## config.mk

```make
export PLATFORM = sky130hd
export DESIGN_NAME = positional_list_store_top
export DESIGN_NICKNAME = d
export VERILOG_FILES = /design/src/sv/plst_pkg.sv /design/src/sv/plst_ctrl.sv /design/src/sv/plst_dp.sv /design/src/sv/positional_list_store_top.sv
export SDC_FILE = /design/constraint.sdc
export NUM_CORES = 2
export LEC_CHECK = 0
export BUFFER_PORTS_ARGS = -buffer_cell sky130_fd_sc_hd__buf_2
export CAP_MARGIN = 10
export CORE_MARGIN = 8
export CORE_UTILIZATION = 40
export CTS_BUF_LIST = sky130_fd_sc_hd__clkbuf_8
export DETAILED_ROUTE_END_ITERATION = 6
export GPL_ROUTABILITY_DRIVEN = 0
export SETUP_SLACK_MARGIN = 0.05
export SYNTH_ARGS = -nofsm -noshare
export SYNTH_HDL_FRONTEND = slang
export SYNTH_SLANG_ARGS = --single-unit
```

## constraint.sdc

```tcl
create_clock -name i_clk -period 6.9 [get_ports i_clk]
set_input_delay 0.69 -clock i_clk [delete_from_list [all_inputs] [get_ports i_clk]]
set_output_delay 0.69 -clock i_clk [all_outputs]
set_load 0.03 [all_outputs]
```

## src/sv/plst_pkg.sv

```systemverilog
`default_nettype none

package plst_pkg;

    localparam int POS_W  = 7;
    localparam int WORD_W = 32;
    localparam int ACT_W  = 3;
    localparam int ST_W   = 2;

    // Request codes
    localparam logic [ACT_W-1:0] ACT_APPEND    = 3'd0;
    localparam logic [ACT_W-1:0] ACT_INS_FRONT = 3'd1;
    localparam logic [ACT_W-1:0] ACT_INS_AT    = 3'd2;
    localparam logic [ACT_W-1:0] ACT_DEL_FRONT = 3'd3;
    localparam logic [ACT_W-1:0] ACT_DEL_END   = 3'd4;
    localparam logic [ACT_W-1:0] ACT_DEL_AT    = 3'd5;
    localparam logic [ACT_W-1:0] ACT_READ      = 3'd6;

    // Status codes
    localparam logic [ST_W-1:0] ST_OK    = 2'd0;
    localparam logic [ST_W-1:0] ST_EMPTY = 2'd1;
    localparam logic [ST_W-1:0] ST_FULL  = 2'd2;
    localparam logic [ST_W-1:0] ST_RANGE = 2'd3;

    typedef struct packed {
        logic [ACT_W-1:0]         action;
        logic [POS_W-1:0]         position;
        logic signed [WORD_W-1:0] value;
    } t_req;

    typedef struct packed {
        logic signed [WORD_W-1:0] word;
        logic [ST_W-1:0]          status;
        logic [POS_W-1:0]         entries_now;
        logic                     last;
    } t_rsp;

    // Controller to datapath
    typedef struct packed {
        logic edit;
        logic rd_start;
        logic rd_step;
        logic rd_empty;
    } t_cmd;

    // Datapath to controller
    typedef struct packed {
        logic empty;
        logic rd_last;
        logic out_free;
    } t_stat;

endpackage

`default_nettype wire

```

## src/sv/plst_ctrl.sv

```systemverilog
`default_nettype none

module plst_ctrl import plst_pkg::*; (
    input  wire logic             i_clk,
    input  wire logic             i_rst_n,
    input  wire logic             i_req_valid,
    input  wire logic [ACT_W-1:0] i_action,
    input  wire t_stat            i_stat,
    output logic                  o_req_ready,
    output t_cmd                  o_cmd
);

    typedef enum logic [1:0] {
        S_IDLE = 2'b01,
        S_READ = 2'b10
    } t_state;

    t_state r_state, n_state;
    logic   w_accept;

    assign o_req_ready = (r_state == S_IDLE) && i_stat.out_free;
    assign w_accept    = i_req_valid && o_req_ready;

    always_comb begin
        n_state = r_state;
        o_cmd   = '0;
        case (r_state)
            S_IDLE: begin
                if (w_accept) begin
                    if (i_action != ACT_READ) begin
                        o_cmd.edit = 1'b1;
                    end else if (i_stat.empty) begin
                        o_cmd.rd_empty = 1'b1;
                    end else begin
                        o_cmd.rd_start = 1'b1;
                        n_state        = S_READ;
                    end
                end
            end
            S_READ: begin
                if (i_stat.out_free) begin
                    o_cmd.rd_step = 1'b1;
                    if (i_stat.rd_last) begin
                        n_state = S_IDLE;
                    end
                end
            end
            default: begin
                n_state = S_IDLE;
            end
        endcase
    end

    always_ff @(posedge i_clk) begin
        if (!i_rst_n) begin
            r_state <= S_IDLE;
        end else begin
            r_state <= n_state;
        end
    end

endmodule

`default_nettype wire

```

## src/sv/plst_dp.sv

```systemverilog
`default_nettype none

module plst_dp import plst_pkg::*; #(
    parameter int LIST_DEPTH = 16
) (
    input  wire logic i_clk,
    input  wire logic i_rst_n,
    input  wire t_req i_req,
    input  wire t_cmd i_cmd,
    input  wire logic i_rsp_ready,
    output t_stat     o_stat,
    output logic      o_rsp_valid,
    output t_rsp      o_rsp
);

    localparam int               CW      = $clog2(LIST_DEPTH + 1);
    localparam logic [POS_W-1:0] DEPTH_P = POS_W'(LIST_DEPTH);

    logic [WORD_W-1:0] r_cell [LIST_DEPTH];
    logic [WORD_W-1:0] n_cell [LIST_DEPTH];
    logic [CW-1:0]     r_count, n_count;
    logic [CW-1:0]     r_rd_idx, n_rd_idx;
    logic              r_rsp_valid, n_rsp_valid;
    t_rsp              r_rsp, n_rsp;

    logic [POS_W-1:0]  w_count;
    logic              w_ins, w_del;
    logic [POS_W-1:0]  w_idx;
    logic [ST_W-1:0]   w_status;
    logic [WORD_W-1:0] w_rm_word;

    assign w_count = POS_W'(r_count);

    // Decode the edit: where the gap opens or closes, and the status.
    always_comb begin
        w_ins    = 1'b0;
        w_del    = 1'b0;
        w_idx    = '0;
        w_status = ST_OK;
        case (i_req.action)
            ACT_APPEND, ACT_INS_FRONT, ACT_INS_AT: begin
                if (w_count == DEPTH_P) begin
                    w_status = ST_FULL;
                end else if (i_req.action == ACT_APPEND) begin
                    w_ins = 1'b1;
                    w_idx = w_count;
                end else if (i_req.action == ACT_INS_FRONT) begin
                    w_ins = 1'b1;
                end else if (i_req.position > w_count) begin
                    w_status = ST_RANGE;
                end else begin
                    w_ins = 1'b1;
                    w_idx = i_req.position;
                end
            end
            ACT_DEL_FRONT, ACT_DEL_END, ACT_DEL_AT: begin
                if (w_count == '0) begin
                    w_status = ST_EMPTY;
                end else if (i_req.action == ACT_DEL_FRONT) begin
                    w_del = 1'b1;
                end else if (i_req.action == ACT_DEL_END) begin
                    w_del = 1'b1;
                    w_idx = w_count - POS_W'(1);
                end else if (i_req.position >= w_count) begin
                    w_status = ST_RANGE;
                end else begin
                    w_del = 1'b1;
                    w_idx = i_req.position;
                end
            end
            default: begin
                w_status = ST_RANGE;
            end
        endcase
    end

    // One-hot select of the word being removed.
    always_comb begin
        w_rm_word = '0;
        for (int i = 0; i < LIST_DEPTH; i++) begin
            if (POS_W'(i) == w_idx) begin
                w_rm_word = w_rm_word | r_cell[i];
            end
        end
    end

    // Each cell holds, loads, or takes its left or right neighbour; a readout wraps cell 0 to the back.
    always_comb begin
        for (int i = 0; i < LIST_DEPTH; i++) begin
            n_cell[i] = r_cell[i];
            if (i_cmd.edit && w_ins) begin
                if (POS_W'(i) == w_idx) begin
                    n_cell[i] = i_req.value;
                end else if (POS_W'(i) > w_idx) begin
                    n_cell[i] = r_cell[(i > 0) ? i - 1 : 0];
                end
            end else if (i_cmd.edit && w_del) begin
                if (POS_W'(i) >= w_idx && i < LIST_DEPTH - 1) begin
                    n_cell[i] = r_cell[(i < LIST_DEPTH - 1) ? i + 1 : i];
                end
            end else if (i_cmd.rd_step) begin
                // Rotate the occupied entries so the front is always in cell 0.
                if (POS_W'(i + 1) < w_count) begin
                    n_cell[i] = r_cell[(i < LIST_DEPTH - 1) ? i + 1 : i];
                end else if (POS_W'(i + 1) == w_count) begin
                    n_cell[i] = r_cell[0];
                end
            end
        end
    end

    always_comb begin
        n_count = r_count;
        if (i_cmd.edit && w_ins) begin
            n_count = r_count + CW'(1);
        end else if (i_cmd.edit && w_del) begin
            n_count = r_count - CW'(1);
        end
    end

    always_comb begin
        n_rd_idx = r_rd_idx;
        if (i_cmd.rd_start) begin
            n_rd_idx = '0;
        end else if (i_cmd.rd_step) begin
            n_rd_idx = r_rd_idx + CW'(1);
        end
    end

    always_comb begin
        n_rsp       = r_rsp;
        n_rsp_valid = r_rsp_valid && !i_rsp_ready;
        if (i_cmd.edit) begin
            n_rsp.word        = w_del ? w_rm_word : '0;
            n_rsp.status      = w_status;
            n_rsp.entries_now = POS_W'(n_count);
            n_rsp.last        = 1'b1;
            n_rsp_valid       = 1'b1;
        end else if (i_cmd.rd_empty) begin
            n_rsp.word        = '0;
            n_rsp.status      = ST_EMPTY;
            n_rsp.entries_now = '0;
            n_rsp.last        = 1'b1;
            n_rsp_valid       = 1'b1;
        end else if (i_cmd.rd_step) begin
            n_rsp.word        = r_cell[0];
            n_rsp.status      = ST_OK;
            n_rsp.entries_now = w_count;
            n_rsp.last        = o_stat.rd_last;
            n_rsp_valid       = 1'b1;
        end
    end

    always_ff @(posedge i_clk) begin
        r_cell   <= n_cell;
        r_rd_idx <= n_rd_idx;
        r_rsp    <= n_rsp;
        if (!i_rst_n) begin
            r_count     <= '0;
            r_rsp_valid <= 1'b0;
        end else begin
            r_count     <= n_count;
            r_rsp_valid <= n_rsp_valid;
        end
    end

    assign o_stat.empty    = (r_count == '0);
    assign o_stat.rd_last  = ((r_rd_idx + CW'(1)) == r_count);
    assign o_stat.out_free = !r_rsp_valid || i_rsp_ready;
    assign o_rsp_valid     = r_rsp_valid;
    assign o_rsp           = r_rsp;

endmodule

`default_nettype wire

```

## src/sv/positional_list_store_top.sv

```systemverilog
`default_nettype none
// An edit's result is registered and appears the cycle after it is accepted.
// Edits flow one per cycle while results are taken.
// A readout is accepted, then sends one entry a cycle from cell 0 while the output is free,
// each entry passing through the output register; an empty list's readout gives one result.
// Reset is synchronous and active low; it empties the list and drops any pending result,
// while the stored words themselves are left as they are.

module positional_list_store_top import plst_pkg::*; #(
    parameter int LIST_DEPTH = 16
) (
    input  wire logic i_clk,
    input  wire logic i_rst_n,
    input  wire logic i_req_valid,
    output logic      o_req_ready,
    input  wire t_req i_req,
    output logic      o_rsp_valid,
    input  wire logic i_rsp_ready,
    output t_rsp      o_rsp
);

    // The list lives in a row of shifting cells in the datapath, front in cell 0.
    // An insert opens a gap by moving every cell at or after the index one place
    // back, and a delete closes one by moving them forward. A readout rotates the
    // occupied cells once per cycle while the output is free, so the entry to send
    // is always in cell 0 and the list is back in order after the last one.

    t_cmd  w_cmd;
    t_stat w_stat;

    // The controller accepts a request only when idle and when the output register
    // is free or being emptied in the same cycle, so no result is ever overwritten.
    plst_ctrl u_ctrl (
        .i_clk       (i_clk),
        .i_rst_n     (i_rst_n),
        .i_req_valid (i_req_valid),
        .i_action    (i_req.action),
        .i_stat      (w_stat),
        .o_req_ready (o_req_ready),
        .o_cmd       (w_cmd)
    );

    plst_dp #(
        .LIST_DEPTH (LIST_DEPTH)
    ) u_dp (
        .i_clk       (i_clk),
        .i_rst_n     (i_rst_n),
        .i_req       (i_req),
        .i_cmd       (w_cmd),
        .i_rsp_ready (i_rsp_ready),
        .o_stat      (w_stat),
        .o_rsp_valid (o_rsp_valid),
        .o_rsp       (o_rsp)
    );

`ifndef SYNTHESIS
    // A request is only taken when its result has somewhere to go.
    a_ready_needs_room: assert property (@(posedge i_clk) disable iff (!i_rst_n)
        o_req_ready |-> (!o_rsp_valid || i_rsp_ready))
        else $error("request taken while output register is blocked");

    // Every request other than a readout gives exactly one, final, result.
    a_edit_result: assert property (@(posedge i_clk) disable iff (!i_rst_n)
        (i_req_valid && o_req_ready && i_req.action != ACT_READ)
        |=> (o_rsp_valid && o_rsp.last))
        else $error("edit request did not give a final result");

    // The reported count never exceeds the store depth.
    a_count_bound: assert property (@(posedge i_clk) disable iff (!i_rst_n)
        o_rsp_valid |-> (o_rsp.entries_now <= POS_W'(LIST_DEPTH)))
        else $error("entry count beyond store depth");

    // An empty status only ever reports an empty list.
    a_empty_count: assert property (@(posedge i_clk) disable iff (!i_rst_n)
        (o_rsp_valid && o_rsp.status == ST_EMPTY) |-> (o_rsp.entries_now == '0))
        else $error("empty status with entries held");
`endif

endmodule

`default_nettype wire
```

==> summary.txt <==
Outcome
  • Outcome: complete, but fails checks
  • Violated checks: DRC

Detailed routing
  • Drt via density: ~6.9
  • Average wire per standard cell: 32.1 µm
  • First-pass iteration count of the detailed router: 7
  • Routed Antenna Nets: 0
  • DR DRC count: 1
  • Starting DRC count in detailed routing: around 7.6k
  • Vias: approximately 38k
  • Final wirelength: 177000 µm

Final layout
  • Final nets: 4231
  • Most frequent cells in the layout: nand2_1, edfxtp_1, a31oi_1, a211oi_1, nor2b_1
  • Commonest non-fill, non-tap cell in the layout: nand2_1
  • Layout area overhead: 8.70%
  • Final instance area: approximately 0.041 mm²
  • Layout cells sized above 1: about a tenth
  • Non-Filler Instances: 5521

Setup path
  • Slack of the worst reg-to-reg path: 610 ps
  • Crit end category: flop
  • Critical R2R Capture: u_dp.o_rsp[29]$_DFFE_PP_
  • CP startpoint kind: flop
  • Worst-path fanout max: 12
  • CP Class: flop to flop
  • R2R cell count: 13
  • Crit path DAT: 6830 ps
  • Critical Path End: u_dp.o_rsp[29]$_DFFE_PP_
  • Critical Path Start: u_dp.r_count[4]$_SDFF_PN0_
  • RR Startpoint: u_dp.r_count[4]$_SDFF_PN0_
  • Critical path data required time: between 7000 and 8000 ps

Die
  • Die H: roughly 320 µm
  • Row cnt: 112
  • Die Wd: between 300 and 400 µm
  • Die area: between 0.1 and 0.15 mm²
  • Core Region: slightly above 0.09 mm²
  • Initial Util: approximately two fifths
  • I/O Pins: 90

Pwr
  • Pint: ~6700 µW
  • Comb power frac: a little over a quarter
  • Total power: approximately 11000 µW
  • Sequential share of power: between 40% and 50%
  • P_sw: 3910 µW
  • Clock share of power: 30.3%
  • Sw frac: around 37%
  • Pwr Density: around 260 mW/mm²
  • Maximum VDD drop: roughly 0.00021 V
  • P_leak: 0.0139 µW

Timing
  • Tcrit/Tclk final: just over 90%
  • Fmax achieved: between 150 and 200 MHz
  • Final setup TNS: 0 ps
  • Worst-Margin Slew: 1360 ps
  • Slew headroom: a little under a tenth
  • Hold WS: approximately 200 ps
  • Final-report setup violation count: 0
  • Fin. max-slew vios: 0
  • Fin Clk Skew: between 50 and 60 ps
  • Post-layout min period: around 6300 ps
  • RSZ-0062 raised after global routing: false
  • Final hold vios: 0

CTS
  • Clock root buffer: clkbuf_8
  • Cts repair resizes: 0
  • # hold bufs at CTS: 0
  • Clock latency on the worst-skew pair: around 810 ps
  • CTS tree: built
  • TritonCTS Buffers: 102
  • Clock transition at the registers of the reported paths: roughly 60 ps
  • Maximum clock insertion buffer count: 3
  • Setup Buffers After CTS: 0
  • Clk sinks: 565
  • H-tree Lvls: 3

Global routing
  • Global-route wire length before repair: around 250000 µm
  • Total track usage: 32.6%
  • Largest net degree at the start of global routing: between 200 and 250
  • Vias in the first global route: between 30k and 40k
  • Initial antenna violation count: 15
  • Total gr overflow: 0

Yosys
  • Top cell type's share of synthesized area: between 40% and 50%
  • Synth top area cells: edfxtp_1, nand2_1, a31oi_1
  • Primary FF master, synth: edfxtp_1
  • Synth unique cells: 91
  • Syn Area/Cell: ~8.6 µm²
  • Number of synthesized flops with an enable pin: roughly 550
  • Post-synthesis sequential area ratio: ~45%
  • Cells after synthesis: roughly 4.4k
  • Synthesized area: roughly 0.037 mm²
  • Warnings from Yosys: 0
  • Async SR Flop Fraction: 0%
  • Seq cells post-synth: roughly 570
  • Area leader, netlist: edfxtp_1

Place
  • Port-buffer cells: 87
  • Cell count after placement: 5324
  • Dpl hpwl: between 100000 and 150000 µm
  • Placed Area: a little under 0.04 mm²

Min path
  • Hold crit path type: input pin to flop

Job
  • Max-Cap Viols: 0
==> power groups by stage <==
| stage | clock (µW) | combinational [µW] | sequential, µW |
|---|---|---|---|
| finish | 3200 | 2890 | 4480 |
| global route | 3320 | 3030 | 4500 |
| CTS | 3200 | 2770 | 4460 |
| detailed placement | 0 | 2760 | 4530 |
| global placement | 0 | 2720 | 4540 |
| floorplan | 0 | 1830 | 4450 |
==> routing by layer <==
metal	global-route usage [%]	share of wire, %	vias to the layer above
li1	-	-	15628
met2	46.6	41	3536
met3	10.2	15	722
met5	0	0.055	-
met4	18.8	6.5	16
met1	43.2	37	18155
==> stage by stage <==
step / util [%] / worst slack, ps
2_1_floorplan: - / 1110
3_3_place_gp: 41.7 / 1250
3_5_place_dp: 41.7 / 1030
4_1_cts: 43.8 / 988
5_1_grt: 43.8 / 633
6_report: 43.8 / 614
==> logic make-up after synthesis <==
logic type                 share of synthesized area, %
AOI/OAI and AO/OA                                  22.8
xor gates and xnor gates                          0.304
adders and majority gates                         0.367
buffers and inverters                              5.99
DFF                                                44.9
muxes                                              1.08
other                                            0.0100
and+or+nand+nor                                    24.6
==> state kept, by name (all words and copies together) (netlist names) <==
| register | count |
|---|---|
| u_dp.r_rd_idx | 5 |
| u_ctrl.r_state | 2 |
| u_dp.r_cell | 512 |
| u_dp.o_rsp_valid | 1 |
| u_dp.o_rsp | 40 |
| u_dp.r_count | 5 |
==> synthesized netlist by cell type (9+ instances only) <==
cell and number:
a22oi_1 96, a211oi_1 328, nand2b_1 10, a22o_1 51, o22ai_1 46, o21ai_0 36, ha_1 11, dfxtp_1 14
a222oi_1 9, nand2_1 1286, mux2i_1 36, and2_1 10, nor2_1 152, a2111oi_0 11, buf_6 10, buf_2 97
a31oi_1 461, a221oi_1 30, and3_1 104, edfxtp_1 551, nand3_1 26, nand4_1 25, nor3_1 22, a21oi_1 47
buf_4 38, a32oi_1 10, inv_1 11, nor2b_1 319, buf_1 9, clkbuf_1 340
==> cell type report <==
class	count	area, µm²
repair buffers	211	1540
flip-flops and latches	565	16800
multi-input cells	3282	18800
clock buffers	106	1460
clock inverters	84	455
diodes	7	17.5
inverters	12	45.0
fillers	9153	52300
well taps	1254	1570
==> worst max-delay path: stages, from the launching register on <==
cell	delay [ps]
dfxtp_1	620
inv_1	350
ha_1	440
nand4bb_1	300
o21bai_4	300
o21ai_4	300
a211oi_2	170
or2_1	550
nor3_2	990
and2_1	880
buf_4	450
a22oi_1	150
nand4_1	140
a2bb2oi_1	360
==> how the worst min path moves through the flow <==
stage | from | slack [ps] | end | depth (start not counted)
3_3_place_gp | u_dp.r_rd_idx[1]$_SDFFE_PP0P_ | 470 | u_dp.r_rd_idx[1]$_SDFFE_PP0P_ | 2
4_1_cts | i_rst_n | 170 | u_dp.r_count[3]$_SDFF_PN0_ | 2
2_1_floorplan | u_dp.r_rd_idx[1]$_SDFFE_PP0P_ | 450 | u_dp.r_rd_idx[1]$_SDFFE_PP0P_ | 2
5_1_grt | i_rst_n | 220 | u_dp.r_count[3]$_SDFF_PN0_ | 2
3_5_place_dp | u_dp.r_rd_idx[1]$_SDFFE_PP0P_ | 480 | u_dp.r_rd_idx[1]$_SDFFE_PP0P_ | 2
6_report | i_rst_n | 200 | u_dp.r_count[3]$_SDFF_PN0_ | 2
(Power assumes the default switching activity.)
